<file path="config.mk">
export PLATFORM = sky130hd
export DESIGN_NAME = tfbsd_div
export DESIGN_NICKNAME = d
export VERILOG_FILES = /design/src/rtl/core/tfbsd_pkg.sv /design/src/rtl/core/tfbsd_div.sv
export SDC_FILE = /design/constraint.sdc
export NUM_CORES = 1
export LEC_CHECK = 0
export BUFFER_PORTS_ARGS = -buffer_cell sky130_fd_sc_hd__buf_4
export CAP_MARGIN = 20
export CELL_PAD_IN_SITES_DETAIL_PLACEMENT = 1
export CELL_PAD_IN_SITES_GLOBAL_PLACEMENT = 1
export CORE_MARGIN = 5
export CORE_UTILIZATION = 38
export CTS_CLUSTER_DIAMETER = 80
export CTS_CLUSTER_SIZE = 10
export DETAILED_ROUTE_END_ITERATION = 8
export PLACE_DENSITY_LB_ADDON = 0.1
export SYNTH_ARGS = -nofsm -noshare
export SYNTH_HDL_FRONTEND = slang
export SYNTH_SLANG_ARGS = --single-unit
export TNS_END_PERCENT = 100
</file>
<file path="constraint.sdc">
create_clock -name clk -period 2.31 [get_ports clk]
set_input_delay 0.1155 -clock clk [delete_from_list [all_inputs] [get_ports clk]]
set_output_delay 0.1155 -clock clk [all_outputs]
set_load 0.005 [all_outputs]
</file>
<file path="src/rtl/core/tfbsd_pkg.sv">
`timescale 1ns / 1ps
// ----------------------------------------------------------------------------
// tfbsd_pkg
// Shared widths, register indexes and the divider result type for the
// time/frequency block-sum decimator.
// ----------------------------------------------------------------------------
package tfbsd_pkg;

  // channel counters and channel-count register
  localparam int CNT_W    = 13;
  // time/channel factor registers
  localparam int FAC_W    = 7;
  // in-group positions and divider remainder (factor at most 64)
  localparam int POS_W    = 6;
  localparam int SUM_W    = 28;
  localparam int OUT_CH_W = 12;
  localparam int CFG_IDX_W = 2;
  localparam int STEP_W   = $clog2(CNT_W);

  localparam logic [FAC_W-1:0] FAC_MAX = 7'd64;

  typedef enum logic [CFG_IDX_W-1:0] {
    CFG_TIME_FACTOR    = 2'd0,
    CFG_CHAN_FACTOR    = 2'd1,
    CFG_INPUT_CHANNELS = 2'd2
  } cfg_idx_t;

  // divider status and result
  typedef struct packed {
    logic             busy;
    logic             done;
    logic [CNT_W-1:0] quot;
    logic [POS_W-1:0] rem;
  } div_res_t;

endpackage

</file>
<file path="src/rtl/core/tfbsd_div.sv">
`timescale 1ns / 1ps
// ----------------------------------------------------------------------------
// tfbsd_div
// Restoring divider, one quotient bit per cycle: a channel count by a factor.
// ----------------------------------------------------------------------------
module tfbsd_div (
  input  logic                          clk,
  input  logic                          rst_n,
  input  logic                          start,
  input  logic [tfbsd_pkg::CNT_W-1:0]   dividend,
  input  logic [tfbsd_pkg::FAC_W-1:0]   divisor,
  output tfbsd_pkg::div_res_t           res
);
  import tfbsd_pkg::*;

  logic [CNT_W-1:0]  dvd_r, dvd_nxt;
  logic [POS_W-1:0]  rem_r, rem_nxt;
  logic [STEP_W-1:0] step_r, step_nxt;
  logic              busy_r, busy_nxt;
  logic              done_r, done_nxt;

  logic [FAC_W-1:0]  trial;
  logic [FAC_W-1:0]  diff;
  logic              ge;

  always_comb begin
    // remainder stays below the divisor, so it fits POS_W bits
    trial = {rem_r, dvd_r[CNT_W-1]};
    ge    = (trial >= divisor);
    diff  = trial - divisor;

    dvd_nxt  = dvd_r;
    rem_nxt  = rem_r;
    step_nxt = step_r;
    busy_nxt = busy_r;
    done_nxt = 1'b0;
    if (start) begin
      dvd_nxt  = dividend;
      rem_nxt  = '0;
      step_nxt = '0;
      busy_nxt = 1'b1;
    end else if (busy_r) begin
      dvd_nxt  = {dvd_r[CNT_W-2:0], ge};
      rem_nxt  = ge ? diff[POS_W-1:0] : trial[POS_W-1:0];
      step_nxt = step_r + 1'b1;
      if (step_r == STEP_W'(CNT_W - 1)) begin
        busy_nxt = 1'b0;
        done_nxt = 1'b1;
      end
    end
  end

  always_ff @(posedge clk) begin
    dvd_r <= dvd_nxt;
    rem_r <= rem_nxt;
    if (!rst_n) begin
      step_r <= '0;
      busy_r <= 1'b0;
      done_r <= 1'b0;
    end else begin
      step_r <= step_nxt;
      busy_r <= busy_nxt;
      done_r <= done_nxt;
    end
  end

  assign res.busy = busy_r;
  assign res.done = done_r;
  assign res.quot = dvd_r;
  assign res.rem  = rem_r;

endmodule

</file>
# [After elaboration in Yosys (flattened, before gate mapping)]
# Index checks and enable logic that the tools add are counted.
# W data, S select, Z words.
[word_totals] register_bits=25 inputBits=23 output_inout_bits=21 word_cells=21
[op_classes] n_addsub=2 order_cmp=1 n_eq_ne=1 n_mux=7 bitwise=2 n_reduce_logical=3
[op_table] cell="$mux W13" n=2
[op_table] cell="$ge A7 B7 Y1" n=1
[op_table] cell="$mux W6" n=1
[op_table] cell="$sub A6 B6 Y6" n=1
[op_table] cell="$add A4 B1 Y4 const B" n=1
[op_table] cell="$eq A4 B4 Y1 const B" n=1
[op_table] cell="$mux W1" n=4
[op_table] cell="$reduce_or A3 Y1" n=1
[op_table] cell="$not A1 Y1" n=2
[op_table] cell="$reduce_bool A2 Y1" n=1
[op_table] cell="$reduce_or A2 Y1" n=1

# [Longest topological paths before layout]
[logic_depth] depth_word=4 mapped_depth=8 depth_no_buf=8

# [Least setup slack after synthesis]
# No wires, ideal clock.
[synth_timing] path_type="flip-flop to flip-flop" startpoint="register dvd_r[12]" endpoint="register rem_r[4]" setup_time_ps=86 arrival_ps=1762 t_required_ps=2224 slack_ps=462 path_stages_with_launch=9 n_path_buf=0 synth_period_minus_slack_ps=1848 path_cell_list="edfxtp_1 inv_1 ha_1 fa_1 or2b_1 a21oi_1 xor2_1 mux2i_1 a211oi_1"
[synth_between] elab_chain_len=2 word_cells_on_any_way=3 cone_classes="add/sub (1); order compare (1); mux (1)"
[synth_lines] item="from (decl)" line="tfbsd_div.sv:16" text="logic [CNT_W-1:0] dvd_r, dvd_nxt;"
[synth_lines] item="from (signal assigned)" line="tfbsd_div.sv:54" text="dvd_r <= dvd_nxt;"
[synth_lines] item="$sub A6 B6 Y6 / $ge A7 B7 Y1 (equally long branches)" line="tfbsd_div.sv:30, tfbsd_div.sv:29"
[synth_lines] item="$mux W6 (*)" line="tfbsd_div.sv:44" text="rem_nxt = ge ? diff[POS_W-1:0] : trial[POS_W-1:0];"
[synth_lines] item="to (signal assigned)" line="tfbsd_div.sv:55" text="rem_r <= rem_nxt;"
[synth_lines] item="to (decl)" line="tfbsd_div.sv:17" text="logic [POS_W-1:0] rem_r, rem_nxt;"
# Every way passes the cells marked *; elsewhere a longest branch is shown, timed or not.
# A chain may end at the register's enable or synchronous reset.

# [Worst setup path in the final report]
# Ends and elaborated chain as after synthesis.

==> results.toml <==
[grt]
grt_pass1_vias = 1211
grt_overflow = 0
track_usage_pct = 13.5
grt_pass1_wl_um = 5470
antenna_found_initial = 0
grt_max_degree = 27

[drt]
ant_nets = 0
wl_per_cell_um = 14.7
drc = 0
drtIter0Drc = 23
vias_per_cell = 4.96
vias = 1105
dr.pass1.iters = 4
wirelength_um = 3290

[timing]
hold_violations = 0
worst_pin_slew_ns = 0.726
post-route-min-period_ns = 2.06
max_freq_mhz = 486
setup_viol = 0
rsz0062_at_grt = "no"
slew_viol_final = 0
fin_setup_tns_ns = 0
post-route-period-util_pct = 89.1
clock_skew_ns = 0.00308
slew_headroom_pct = 51.6

[layout]
antenna_cells = 0
layout-drive-gt1-share_pct = 36.0
final_area_mm2 = 0.00183
stdcell_count = 223
syn2layout_area_growth_pct = 27.4
final_nets = 210

[synthesis]
synth_cell_types = 33
ys_seq_elements = 25
syn_area_mm2 = 0.00144
syn_inst = 135
synth-warning-count = 0
synth.avg_cell_area_um2 = 10.6
synth_nets = 169
ys_seq_area_share_pct = 43.9

[clock_network]
clk_latency_ns = 0.26
clkTransAtPathRegs_ns = 0.09
cts_buffers = 3
cts-root-buf = "clkbuf_8"
cts_resized = 0
cts.sink_count = 25
cts_setup_buffers = 0
cts.path.max_buffers = 2
cts_tree = "yes"
htree_levels = 1
hold_buffers = 0

[power]
powerDensity_mw_per_mm2 = 585
leakage_nw = 0.786
power.total_w = 0.00107
ir_worst_vdd_v = 0.000367

[job]
maxCapViolCount = 0

[die]
rows = 22
initial_core_util_pct = 39.3
die_h_um = 71.5
design.die.area_mm2 = 0.00511
core_mm2 = 0.00366
die_w_um = 71.5
ios = 44

[worst_setup_path]
slowest_delay_ns = 0.40
worstPathRequired_ns = 2.49
crit_path_cell_trace = "inv_1, ha_1, fa_1, or2b_1, a21oi_1, xor2_1, mux2i_1, a211oi_1"
crit_path_max_fanout = 3
path_class = "flop to flop"
critPathLaunchType = "flop"
cp-end-kind = "flop"
critPathArrivalTime_ns = 2.24
slowest_stage = "fa_1"

[place]
placed_area_mm2 = 0.00179
io_buffers = 43
place.gp.congestion = 0.801
dp_hpwl_um = 2580
dp.cells = 219

[outcome]
status = "finished, final reports clean"

[min_path]
hold_class = "input port to flop"
## logic make-up (layout without fill, tap and decap cells)
group | after synthesis | after routing | synth area share, %
and+or+nand+nor | 36 | 36 | 13.2
DFF | 25 | 25 | 43.9
AOI/OAI and AO/OA | 20 | 20 | 9.92
buffers and inverters | 19 | 59 | 5.48
muxes | 18 | 18 | 13.8
adders and majority gates | 11 | 11 | 10.1
xor gates and xnor gates | 6 | 6 | 3.66
## critical path, delay by kind of cell, from the launching register on
family | cells | cell delay (ns)
AOI/OAI and AO/OA | 2 | 0.45
xor gates and xnor gates | 1 | 0.17
adders and majority gates | 2 | 0.59
buffers and inverters | 1 | 0.07
DFF | 1 | 0.36
muxes | 1 | 0.09
and+or+nand+nor | 1 | 0.24
## state kept, by name, summed over array words and instances (netlist names)
signal,count
rem_r,6
dvd_r,13
done_r,1
busy_r,1
step_r,4
## routing by layer
| layer | track usage, % | wire (µm) | vias up |
|---|---|---|---|
| li1 | - | - | 552 |
| met1 | 14.9 | 1290 | 530 |
| met2 | 24.0 | 1740 | 21 |
| met3 | 4.21 | 226 | 2 |
| met4 | 5.01 | 24 | 0 |
| met5 | 0 | 0 | - |
## where the power goes
part / internal [W] / switching (W)
Sequential: 0.000511 / 0.0000320
Clock: 0.000123 / 0.000135
Combinational: 0.000152 / 0.000119
Total: 0.000786 / 0.000286
## final timing paths
kind,start,to,slack [ns],cells past startpoint
worst max register to register,dvd_r[12],rem_r[4],0.25,8
worst max-delay path,dvd_r[12],rem_r[4],0.25,8
worst min register to register,step_r[3],done_r,0.52,2
worst min-delay path,rst_n,busy_r,0.07,2
## cells in the final DEF, fill, tap and decap left out, types with 3 or more instances in the layout
| cell | netlist | routed |
|---|---|---|
| a211oi_1 | 4 | 4 |
| a21oi_1 | 6 | 6 |
| buf_4 | 2 | 43 |
| clkbuf_8 | 0 | 3 |
| dfxtp_1 | 12 | 12 |
| edfxtp_1 | 13 | 13 |
| ha_1 | 10 | 10 |
| inv_1 | 12 | 12 |
| mux2_2 | 14 | 14 |
| mux2i_1 | 4 | 4 |
| nand2_1 | 4 | 4 |
| nand2b_1 | 3 | 3 |
| nand4_1 | 3 | 3 |
| nor2_1 | 14 | 14 |
| nor3b_1 | 3 | 3 |
| o21ai_0 | 4 | 4 |
| xor2_1 | 4 | 4 |
## synthesized netlist by cell type, drive strengths merged
master | n | area share [%]
a211oi | 4 | 2.1
a21o | 1 | 0.52
a21oi | 6 | 2.1
a22oi | 1 | 0.52
a31oi | 1 | 0.87
buf | 2 | 1.0
clkbuf | 5 | 1.3
dfxtp | 12 | 17
edfxtp | 13 | 27
fa | 1 | 1.4
ha | 10 | 8.7
inv | 12 | 3.1
mux2 | 14 | 11
mux2i | 4 | 2.8
nand2 | 4 | 1.0
nand2b | 3 | 1.3
nand3 | 1 | 0.35
nand4 | 3 | 1.3
nor2 | 14 | 3.7
nor2b | 2 | 0.87
nor3 | 1 | 0.35
nor3b | 3 | 1.6
nor4bb | 1 | 0.70
o21a | 1 | 0.52
o21ai | 4 | 1.4
o21bai | 1 | 1.3
o311ai | 1 | 0.61
or2 | 1 | 0.44
or2b | 1 | 0.52
or3 | 1 | 0.44
or4b | 1 | 0.70
xnor2 | 2 | 1.2
xor2 | 4 | 2.4
## stage by stage
step                      utilization, %  hold slack [ns]  worst slack, ns
after floorplan                        -            0.244            0.462
after global placement              48.8            0.339            0.410
after detailed placement            48.8            0.345            0.260
after CTS                           50.0           0.0594            0.227
after global routing                50.0           0.0607            0.136
final                               50.0           0.0707            0.252
## cell type report
cell class | instances | area [µm²]
clock buffer | 4 | 45.0
tap | 48 | 60.1
timing repair buffer | 43 | 323
multi-input combinational | 91 | 728
inverter | 12 | 45.0
fill | 419 | 1830
sequential | 25 | 631
Note: power is estimated with default switching activity, not from simulation.
